[config.mk]
export PLATFORM = sky130hd
export DESIGN_NAME = texture_slot_batcher_vertex_packer_core_flat
export DESIGN_NICKNAME = d
export VERILOG_FILES = /design/src/sv/tsb_pkg.sv /design/src/sv/tsb_quad_if.sv /design/src/sv/tsb_vertex_if.sv /design/src/sv/tsb_slot_cell.sv /design/src/sv/texture_slot_batcher_vertex_packer_core.sv /design/src/flat_wrapper.sv
export SDC_FILE = /design/constraint.sdc
export NUM_CORES = 2
export LEC_CHECK = 0
export BUFFER_PORTS_ARGS = -buffer_cell sky130_fd_sc_hd__buf_2
export CAP_MARGIN = 20
export CORE_ASPECT_RATIO = 1.1
export CORE_MARGIN = 2
export CORE_UTILIZATION = 26
export DETAILED_ROUTE_END_ITERATION = 10
export GPL_ROUTABILITY_DRIVEN = 0
export HOLD_SLACK_MARGIN = 0.02
export SLEW_MARGIN = 15
export SYNTH_ARGS = -nofsm -noshare
export SYNTH_HDL_FRONTEND = slang
export SYNTH_HIERARCHICAL = 1
export SYNTH_SLANG_ARGS = --single-unit
[constraint.sdc]
create_clock -name clk_i -period 8.56 [get_ports clk_i]
set_input_delay 0.428 -clock clk_i [delete_from_list [all_inputs] [get_ports clk_i]]
set_output_delay 0.428 -clock clk_i [all_outputs]
set_load 0.005 [all_outputs]
[src/sv/tsb_pkg.sv]
// ----------------------------------------------------------------------------
// tsb_pkg: shared types and constants of the texture slot batcher
// Field widths, slot table sizing, token and result structs, controller states.
// ----------------------------------------------------------------------------
package tsb_pkg;

  // slot table sizing
  localparam int SLOTS        = 32;
  localparam int QUAD_INDICES = 6;
  localparam int SLOT_W       = (SLOTS > 1) ? $clog2(SLOTS) : 1;
  localparam int USED_W       = $clog2(SLOTS + 1);

  // field widths
  localparam int TEX_W  = 32;
  localparam int PX_W   = 5;
  localparam int PY_W   = 7;
  localparam int PZ_W   = 5;
  localparam int FACE_W = 3;
  localparam int TSL_W  = 7;
  localparam int VIDX_W = 5;
  localparam int DRAW_W = 16;
  localparam int IDX_W  = 24;

  typedef logic [SLOT_W-1:0] slot_t;
  typedef logic [USED_W-1:0] used_t;
  typedef logic [TSL_W-1:0]  tex_slot_t;
  typedef logic [IDX_W-1:0]  idx_t;
  typedef logic [DRAW_W-1:0] draw_t;

  localparam used_t SLOTS_USED = used_t'(SLOTS);
  localparam draw_t DRAW_MAX   = '1;
  localparam idx_t  INDEX_MAX  = '1;
  localparam idx_t  QUAD_IDX   = idx_t'(QUAD_INDICES);
  localparam idx_t  IDX_LIMIT  = idx_t'((1 << IDX_W) - 1 - QUAD_INDICES);

  // request modes
  localparam logic MODE_QUAD    = 1'b0;
  localparam logic MODE_REBUILD = 1'b1;

  typedef struct packed {
    logic              mode;
    logic [TEX_W-1:0]  texture_id;
    logic [PX_W-1:0]   pos_x;
    logic [PY_W-1:0]   pos_y;
    logic [PZ_W-1:0]   pos_z;
    logic [FACE_W-1:0] face;
  } tsb_quad_t;

  typedef struct packed {
    logic              vertex_valid;
    logic [31:0]       vertex_word;
    logic [TSL_W-1:0]  texture_slot;
    logic              new_texture;
    logic [TEX_W-1:0]  bound_texture;
    logic              new_draw_call;
    logic [DRAW_W-1:0] draw_call;
    logic [IDX_W-1:0]  draw_index_count;
    logic              last;
  } tsb_vertex_t;

  // search token handed from cell to cell
  typedef struct packed {
    logic             valid;
    logic [TEX_W-1:0] tex;
  } tsb_tok_t;

  typedef enum logic [1:0] {
    ST_IDLE,
    ST_SEARCH,
    ST_UPDATE,
    ST_EMIT
  } tsb_state_e;

endpackage

[src/sv/tsb_quad_if.sv]
// ----------------------------------------------------------------------------
// tsb_quad_if: quad request channel
// Valid/ready channel carrying one quad or rebuild request per transfer.
// ----------------------------------------------------------------------------
interface tsb_quad_if;
  logic              valid;
  logic              ready;
  tsb_pkg::tsb_quad_t payload;

  modport source (output valid, output payload, input ready);
  modport sink   (input valid, input payload, output ready);
endinterface

[src/sv/tsb_vertex_if.sv]
// ----------------------------------------------------------------------------
// tsb_vertex_if: packed vertex result channel
// Valid/ready channel carrying one vertex word or rebuild acknowledgement.
// ----------------------------------------------------------------------------
interface tsb_vertex_if;
  logic                valid;
  logic                ready;
  tsb_pkg::tsb_vertex_t payload;

  modport source (output valid, output payload, input ready);
  modport sink   (input valid, input payload, output ready);
endinterface

[src/sv/tsb_slot_cell.sv]
// ----------------------------------------------------------------------------
// tsb_slot_cell: one bound texture slot
// Holds one slot entry, compares the passing search token against it and
// hands the token on to the next cell when it does not match.
// ----------------------------------------------------------------------------
module tsb_slot_cell (
  input  logic                        clk_i,
  input  logic                        rst_ni,
  input  tsb_pkg::tsb_tok_t           tok_i,
  input  logic                        flush_i,
  input  logic                        wr_en_i,
  input  logic [tsb_pkg::TEX_W-1:0]   wr_data_i,
  output tsb_pkg::tsb_tok_t           tok_o,
  output logic                        hit_o
);

  logic [tsb_pkg::TEX_W-1:0] entry_q;
  tsb_pkg::tsb_tok_t         tok_q, tok_d;

  // slot entry, written when this slot is bound
  always_ff @(posedge clk_i) begin
    if (wr_en_i) begin
      entry_q <= wr_data_i;
    end
  end

  // token stage
  always_comb begin
    tok_d = tok_i;
    if (flush_i) begin
      tok_d = '0;
    end
  end

  always_ff @(posedge clk_i or negedge rst_ni) begin
    if (!rst_ni) begin
      tok_q <= '0;
    end else begin
      tok_q <= tok_d;
    end
  end

  // local compare; a matched token stops here
  assign hit_o       = tok_q.valid && (tok_q.tex == entry_q);
  assign tok_o.valid = tok_q.valid && !hit_o;
  assign tok_o.tex   = tok_q.tex;

endmodule

[src/sv/texture_slot_batcher_vertex_packer_core.sv]
// ----------------------------------------------------------------------------
// texture_slot_batcher_vertex_packer_core: texture slot binding and vertex packing
// Searches the bound slots for a quad's texture through a chain of slot
// cells, binds it on a miss (opening a new draw call when full), then packs
// four vertex words.
// ----------------------------------------------------------------------------
//
//  channel    dir  payload        transfer carries
//  quad_i     in   tsb_quad_t     one quad or rebuild request
//  vertex_o   out  tsb_vertex_t   one vertex word or rebuild acknowledgement
//
// A quad is accepted, then its token walks the slot cells in search, up to
// the hit slot or over all bound slots (no search with an empty table), then
// the update state binds on a miss and the emit state sends four vertex words.
// A rebuild skips to emit. The output register lets a request be taken
// while the last result still waits; a stalled output holds the emit state.
// Reset is asynchronous and needs no clearing pass; unbound slots are never read.
// ----------------------------------------------------------------------------
module texture_slot_batcher_vertex_packer_core (
  input  logic          clk_i,
  input  logic          rst_ni,
  tsb_quad_if.sink      quad_i,
  tsb_vertex_if.source  vertex_o
);

  tsb_pkg::tsb_state_e state_q, state_d;

  // latched request
  tsb_pkg::tsb_quad_t  req_q;

  // search and binding state
  tsb_pkg::slot_t      pos_q, pos_d;
  tsb_pkg::slot_t      slot_q, slot_d;
  logic                found_q, found_d;
  logic                fresh_tex_q, fresh_tex_d;
  logic                fresh_draw_q, fresh_draw_d;
  logic                rebuild_q, rebuild_d;
  logic [1:0]          corner_q, corner_d;
  tsb_pkg::used_t      used_q, used_d;
  tsb_pkg::draw_t      draw_q, draw_d;
  tsb_pkg::idx_t       idx_q, idx_d;

  // output register
  logic                out_valid_q;
  tsb_pkg::tsb_vertex_t out_q;

  // control
  logic                accept;
  logic                inject;
  logic                flush;
  logic                out_free;
  logic                out_load;
  logic                hit_any;
  logic                last_pos;
  logic                table_full;
  tsb_pkg::slot_t      bind_slot;
  tsb_pkg::idx_t       idx_base;
  tsb_pkg::tsb_vertex_t res;

  // cell chain
  tsb_pkg::tsb_tok_t   tok_chain [tsb_pkg::SLOTS+1];
  logic [tsb_pkg::SLOTS-1:0] hit_vec;
  logic [tsb_pkg::SLOTS-1:0] wr_vec;

  assign tok_chain[0].valid = inject;
  assign tok_chain[0].tex   = quad_i.payload.texture_id;

  for (genvar g = 0; g < tsb_pkg::SLOTS; g++) begin : g_cell
    tsb_slot_cell u_cell (
      .clk_i     (clk_i),
      .rst_ni    (rst_ni),
      .tok_i     (tok_chain[g]),
      .flush_i   (flush),
      .wr_en_i   (wr_vec[g]),
      .wr_data_i (req_q.texture_id),
      .tok_o     (tok_chain[g+1]),
      .hit_o     (hit_vec[g])
    );
  end

  // only the cell holding the token can hit
  assign hit_any  = |hit_vec;
  assign last_pos = (tsb_pkg::used_t'(pos_q) == (used_q - tsb_pkg::used_t'(1)));
  assign out_free = !out_valid_q || vertex_o.ready;

  // next state
  always_comb begin
    state_d = state_q;
    unique case (state_q)
      tsb_pkg::ST_IDLE: begin
        if (accept) begin
          if (quad_i.payload.mode == tsb_pkg::MODE_REBUILD) begin
            state_d = tsb_pkg::ST_EMIT;
          end else if (used_q == '0) begin
            state_d = tsb_pkg::ST_UPDATE;
          end else begin
            state_d = tsb_pkg::ST_SEARCH;
          end
        end
      end
      tsb_pkg::ST_SEARCH: begin
        if (hit_any || last_pos) begin
          state_d = tsb_pkg::ST_UPDATE;
        end
      end
      tsb_pkg::ST_UPDATE: begin
        state_d = tsb_pkg::ST_EMIT;
      end
      tsb_pkg::ST_EMIT: begin
        if (out_free && (rebuild_q || (corner_q == 2'd3))) begin
          state_d = tsb_pkg::ST_IDLE;
        end
      end
      default: state_d = tsb_pkg::ST_IDLE;
    endcase
  end

  // state outputs
  always_comb begin
    quad_i.ready = 1'b0;
    flush        = 1'b0;
    out_load     = 1'b0;
    unique case (state_q)
      tsb_pkg::ST_IDLE:   quad_i.ready = 1'b1;
      tsb_pkg::ST_SEARCH: flush        = hit_any || last_pos;
      tsb_pkg::ST_UPDATE: ;
      tsb_pkg::ST_EMIT:   out_load     = out_free;
      default: ;
    endcase
  end

  assign accept = quad_i.valid && quad_i.ready;
  assign inject = accept && (quad_i.payload.mode == tsb_pkg::MODE_QUAD) && (used_q != '0);

  // binding on a miss
  assign table_full = (used_q == tsb_pkg::SLOTS_USED);
  assign bind_slot  = table_full ? '0 : tsb_pkg::slot_t'(used_q);
  assign idx_base   = (!found_q && table_full) ? '0 : idx_q;

  always_comb begin
    for (int i = 0; i < tsb_pkg::SLOTS; i++) begin
      wr_vec[i] = (state_q == tsb_pkg::ST_UPDATE) && !found_q &&
                  (bind_slot == tsb_pkg::slot_t'(i));
    end
  end

  // datapath next values
  always_comb begin
    pos_d        = pos_q;
    slot_d       = slot_q;
    found_d      = found_q;
    fresh_tex_d  = fresh_tex_q;
    fresh_draw_d = fresh_draw_q;
    rebuild_d    = rebuild_q;
    corner_d     = corner_q;
    used_d       = used_q;
    draw_d       = draw_q;
    idx_d        = idx_q;
    case (state_q)
      tsb_pkg::ST_IDLE: begin
        if (accept) begin
          pos_d        = '0;
          found_d      = 1'b0;
          fresh_tex_d  = 1'b0;
          fresh_draw_d = 1'b0;
          corner_d     = '0;
          rebuild_d    = (quad_i.payload.mode == tsb_pkg::MODE_REBUILD);
          if (quad_i.payload.mode == tsb_pkg::MODE_REBUILD) begin
            used_d = '0;
            draw_d = '0;
            idx_d  = '0;
          end
        end
      end
      tsb_pkg::ST_SEARCH: begin
        if (hit_any) begin
          found_d = 1'b1;
          slot_d  = pos_q;
        end else if (!last_pos) begin
          pos_d = pos_q + tsb_pkg::slot_t'(1);
        end
      end
      tsb_pkg::ST_UPDATE: begin
        if (!found_q) begin
          slot_d      = bind_slot;
          fresh_tex_d = 1'b1;
          used_d      = (table_full ? '0 : used_q) + tsb_pkg::used_t'(1);
          if (table_full) begin
            fresh_draw_d = 1'b1;
            if (draw_q != tsb_pkg::DRAW_MAX) begin
              draw_d = draw_q + tsb_pkg::draw_t'(1);
            end
          end
        end
        // saturating index count
        if (idx_base > tsb_pkg::IDX_LIMIT) begin
          idx_d = tsb_pkg::INDEX_MAX;
        end else begin
          idx_d = idx_base + tsb_pkg::QUAD_IDX;
        end
      end
      tsb_pkg::ST_EMIT: begin
        if (out_free) begin
          corner_d = corner_q + 2'd1;
        end
      end
      default: ;
    endcase
  end

  always_ff @(posedge clk_i or negedge rst_ni) begin
    if (!rst_ni) begin
      state_q      <= tsb_pkg::ST_IDLE;
      pos_q        <= '0;
      slot_q       <= '0;
      found_q      <= 1'b0;
      fresh_tex_q  <= 1'b0;
      fresh_draw_q <= 1'b0;
      rebuild_q    <= 1'b0;
      corner_q     <= '0;
      used_q       <= '0;
      draw_q       <= '0;
      idx_q        <= '0;
    end else begin
      state_q      <= state_d;
      pos_q        <= pos_d;
      slot_q       <= slot_d;
      found_q      <= found_d;
      fresh_tex_q  <= fresh_tex_d;
      fresh_draw_q <= fresh_draw_d;
      rebuild_q    <= rebuild_d;
      corner_q     <= corner_d;
      used_q       <= used_d;
      draw_q       <= draw_d;
      idx_q        <= idx_d;
    end
  end

  // request latch
  always_ff @(posedge clk_i) begin
    if (accept) begin
      req_q <= quad_i.payload;
    end
  end

  // result for the current corner
  always_comb begin
    res = '0;
    res.last = 1'b1;
    if (!rebuild_q) begin
      res.vertex_valid     = 1'b1;
      res.vertex_word      = {3'b000, tsb_pkg::tex_slot_t'(slot_q), req_q.face, corner_q,
                              req_q.pos_z, req_q.pos_y, req_q.pos_x};
      res.texture_slot     = tsb_pkg::tex_slot_t'(slot_q);
      res.new_texture      = (corner_q == 2'd0) && fresh_tex_q;
      res.bound_texture    = res.new_texture ? req_q.texture_id : '0;
      res.new_draw_call    = (corner_q == 2'd0) && fresh_draw_q;
      res.draw_call        = draw_q;
      res.draw_index_count = idx_q;
      res.last             = (corner_q == 2'd3);
    end
  end

  // output register
  always_ff @(posedge clk_i or negedge rst_ni) begin
    if (!rst_ni) begin
      out_valid_q <= 1'b0;
    end else if (out_load) begin
      out_valid_q <= 1'b1;
    end else if (vertex_o.ready) begin
      out_valid_q <= 1'b0;
    end
  end

  always_ff @(posedge clk_i) begin
    if (out_load) begin
      out_q <= res;
    end
  end

  assign vertex_o.valid   = out_valid_q;
  assign vertex_o.payload = out_q;

  // checks
  logic [tsb_pkg::SLOTS-1:0] tok_vec;
  always_comb begin
    for (int i = 0; i < tsb_pkg::SLOTS; i++) begin
      tok_vec[i] = tok_chain[i+1].valid || hit_vec[i];
    end
  end

  a_single_token: assert property (@(posedge clk_i) disable iff (!rst_ni)
    $onehot0(tok_vec))
    else $error("more than one search token in the slot chain");

  a_hit_in_search: assert property (@(posedge clk_i) disable iff (!rst_ni)
    hit_any |-> (state_q == tsb_pkg::ST_SEARCH))
    else $error("slot hit outside search");

  a_used_bound: assert property (@(posedge clk_i) disable iff (!rst_ni)
    used_q <= tsb_pkg::SLOTS_USED)
    else $error("bound slot count beyond table size");

  a_rebuild_clears: assert property (@(posedge clk_i) disable iff (!rst_ni)
    (accept && (quad_i.payload.mode == tsb_pkg::MODE_REBUILD))
      |=> (used_q == '0) && (draw_q == '0) && (idx_q == '0))
    else $error("rebuild did not clear batch state");

endmodule
[src/flat_wrapper.sv]
// flat-port wrapper written by rule: the top's interface ports become plain ports
module texture_slot_batcher_vertex_packer_core_flat 
  (clk_i, rst_ni, quad_i_valid, quad_i_payload, quad_i_ready, vertex_o_valid, vertex_o_payload, vertex_o_ready);
  tsb_quad_if quad_i_i ();
  tsb_vertex_if vertex_o_i ();
  input  logic clk_i;
  input  logic rst_ni;
  input wire logic [$bits(quad_i_i.valid)-1:0] quad_i_valid;
  input wire logic [$bits(quad_i_i.payload)-1:0] quad_i_payload;
  output wire logic [$bits(quad_i_i.ready)-1:0] quad_i_ready;
  output wire logic [$bits(vertex_o_i.valid)-1:0] vertex_o_valid;
  output wire logic [$bits(vertex_o_i.payload)-1:0] vertex_o_payload;
  input wire logic [$bits(vertex_o_i.ready)-1:0] vertex_o_ready;
  assign quad_i_i.valid = quad_i_valid;
  assign quad_i_i.payload = quad_i_payload;
  assign quad_i_ready = quad_i_i.ready;
  assign vertex_o_valid = vertex_o_i.valid;
  assign vertex_o_payload = vertex_o_i.payload;
  assign vertex_o_i.ready = vertex_o_ready;
  texture_slot_batcher_vertex_packer_core u_core (.clk_i(clk_i), .rst_ni(rst_ni), .quad_i(quad_i_i), .vertex_o(vertex_o_i));
endmodule
==> qor.yml <==
grt:
  grt_overflow: 0
  grt_pass1_vias: 45010
  grt_usage: 0.09147
  grt_first_pass_wirelength_microns: 262300
  antenna_found_initial: 5
  grt_max_degree: 216
sta:
  hold_viol_final: 0
  fmaxAchievable_mhz: 212.6
  fin_worst_skew_ns: 0.04406
  tns_ns: 0
  post-route-period-util: 0.5494
  whs_ns: 0.1143
  layout_min_cycle_time_ns: 4.703
  setup-violations-final: 0
  slew_violations: 0
  relSlewSlack: 0.1588
  tightest_slew_ns: 1.262
  rsz0062_at_grt: "false"
critical_path:
  crit_arrival_ns: 5.43
  path_max_fanout: 201
  worstSetupPathType: "flip-flop to flip-flop"
  end_kind: "flip-flop"
  r2r_start: "u_core/g_cell[24].u_cell/entry_q[17]$_DFFE_PP_"
  critPathLaunchType: "flip-flop"
  crit_start: "u_core/g_cell[24].u_cell/entry_q[17]$_DFFE_PP_"
  cp_data_required_time_ns: 9.28
min_path:
  hp-start: "quad_i_valid"
  hold_class: "input port to flip-flop"
clock_tree:
  cts_buffers: 212
  cts_resized: 0
  clockBufferDepth: 3
  cts_sinks: 2300
  cts_tree: "yes"
  ctsRootBufferMaster: "clkbuf_16"
  insertion_delay_ns: 0.85
  cts.htree.levels: 4
  clkTransAtPathRegs_ns: 0.06
place:
  hpwlAfterDp_microns: 107100
  post_dp_cell_area_sq_um: 92840
  dp.cells: 10340
  port_buffers: 166
routing:
  antenna_left: 0
  wl_per_cell_microns: 15.52
  routed_via_density: 3.924
  drt_wl_total_microns: 167700
  drt_iter0_markers: 2467
  vias: 42400
  dr.pass1.iters: 6
  drc: 0
die:
  row_count: 230
  initial_utilization: 0.2611
  dieWidth_microns: 574.8
  die-area_sq_um: 363200
  placeableCoreArea_sq_um: 356800
  die_y_microns: 631.9
  ios: 174
cells_and_area:
  drive_gt1_frac: 0.1125
  nets: 5926
  fin_cells: 10810
  final_area_sq_um: 100500
  synthToLayoutAreaGrowth_pct: 7.874
outcome:
  status: "completed"
yosys:
  ys_warn_count: 6
  syn_inst: 6455
  syn_area_sq_um: 93180
  avgSynthCellArea_sq_um: 14.44
pwr:
  irDropWorstVdd_v: 0.0002278
  p_per_area_nw_per_um2: 308.4
  p_leak_nw: 35.91
run:
  max_cap_viol_count: 0
[final cells by class]
type,instances,area (sq um)
fill,35780,256300
sequential,2300,63460
multi-input combinational,2997,21680
clock buffer,316,6128
tap,4756,5951
timing repair buffer,317,2247
clock inverter,89,947.2
inverter,25,93.84
antenna,5,12.51
[report_power, final]
group / internal (W) / switching (W) / total, W
Combinational: 0.00288 / 0.00277 / 0.00565
Clock: 0.00539 / 0.00402 / 0.00941
Sequential: 0.0144 / 0.00153 / 0.0159
[state kept, by name (all words and copies together), names as in the netlist]
register                      count
u_core/g_cell.u_cell/tok_o     1024
u_core/req_q                     52
u_core/pos_q                      5
u_core/state_q                    2
u_core/fresh_draw_q               1
u_core/fresh_tex_q                1
u_core/corner_q                   2
u_core/found_q                    1
u_core/used_q                     6
u_core/rebuild_q                  1
u_core/g_cell.u_cell/entry_q   1024
u_core/g_cell.u_cell/tok_q       32
u_core/vertex_o.valid             1
u_core/draw_q                    16
u_core/slot_q                     5
u_core/idx_q                     24
u_core/vertex_o.payload         103
[metal layers]
| metal | part of all wire | global-route usage | vias to the layer above | routed length, microns |
|---|---|---|---|---|
| li1 | - | - | 19610 | - |
| met1 | 0.42 | 0.1099 | 21860 | 69960 |
| met2 | 0.52 | 0.1667 | 715 | 87710 |
| met3 | 0.043 | 0.01850 | 215 | 7157 |
| met4 | 0.017 | 0.02133 | 2 | 2831 |
| met5 | 0.000042 | 0 | - | 7 |
[final timing paths]
path                            slack (ns)                                            to  cells after the start
worst max-delay path                  3.86  u_core/g_cell[31].u_cell/tok_o[23]$_DFF_PN0_                     12
worst min-delay path                  0.11                    u_core/found_q$_DFFE_PN0P_                      3
worst max register to register        3.86  u_core/g_cell[31].u_cell/tok_o[23]$_DFF_PN0_                     12
worst min register to register        0.50  u_core/g_cell[0].u_cell/entry_q[5]$_DFFE_PP_                      0
max in group asynchronous             6.08  u_core/g_cell[28].u_cell/tok_o[20]$_DFF_PN0_                      4
min in group asynchronous             0.21                  u_core/idx_q[10]$_DFFE_PN0P_                      2
[stage by stage]
stage | power, W | worst slack, ns | utilization
2_1_floorplan | 0.02261 | 0.5174 | -
3_3_place_gp | 0.02175 | 3.964 | 0.2602
3_5_place_dp | 0.02190 | 3.886 | 0.2602
4_1_cts | 0.03140 | 3.886 | 0.2816
5_1_grt | 0.03267 | 3.607 | 0.2817
6_report | 0.03100 | 3.857 | 0.2817
[repair_timing]
action	CTS	global route
setup buffers	0	0
hold endpoints to repair	158	0
hold buffers	56	0
[critical path: stages (launching register included)]
cell and delay [ns]:
edfxtp_1 0.38, xnor2_1 0.14, nand4_1 0.17, nor4_1 0.12, and3_1 0.19, nor4_1 0.50, nand4_1 0.57, nor2_1 0.76
and2_1 0.41, nor2_4 0.06, buf_4 0.25, buf_12 0.24, nor2b_1 0.36
[cells in the final DEF, fill, tap and decap left out, types with 45 or more instances in the layout]
cell	instances
edfxtp_1	1179
nor2b_1	1123
dfrtp_1	1120
xnor2_1	1033
nand4_1	268
clkbuf_16	214
buf_2	165
buf_4	85
clkbuf_1	63
nand2_1	59
dlygate4sd3_1	56
nor2_1	55
and2_1	49
nor4_1	46
and3_1	45
No activity file was read; power rests on OpenSTA's default activity.
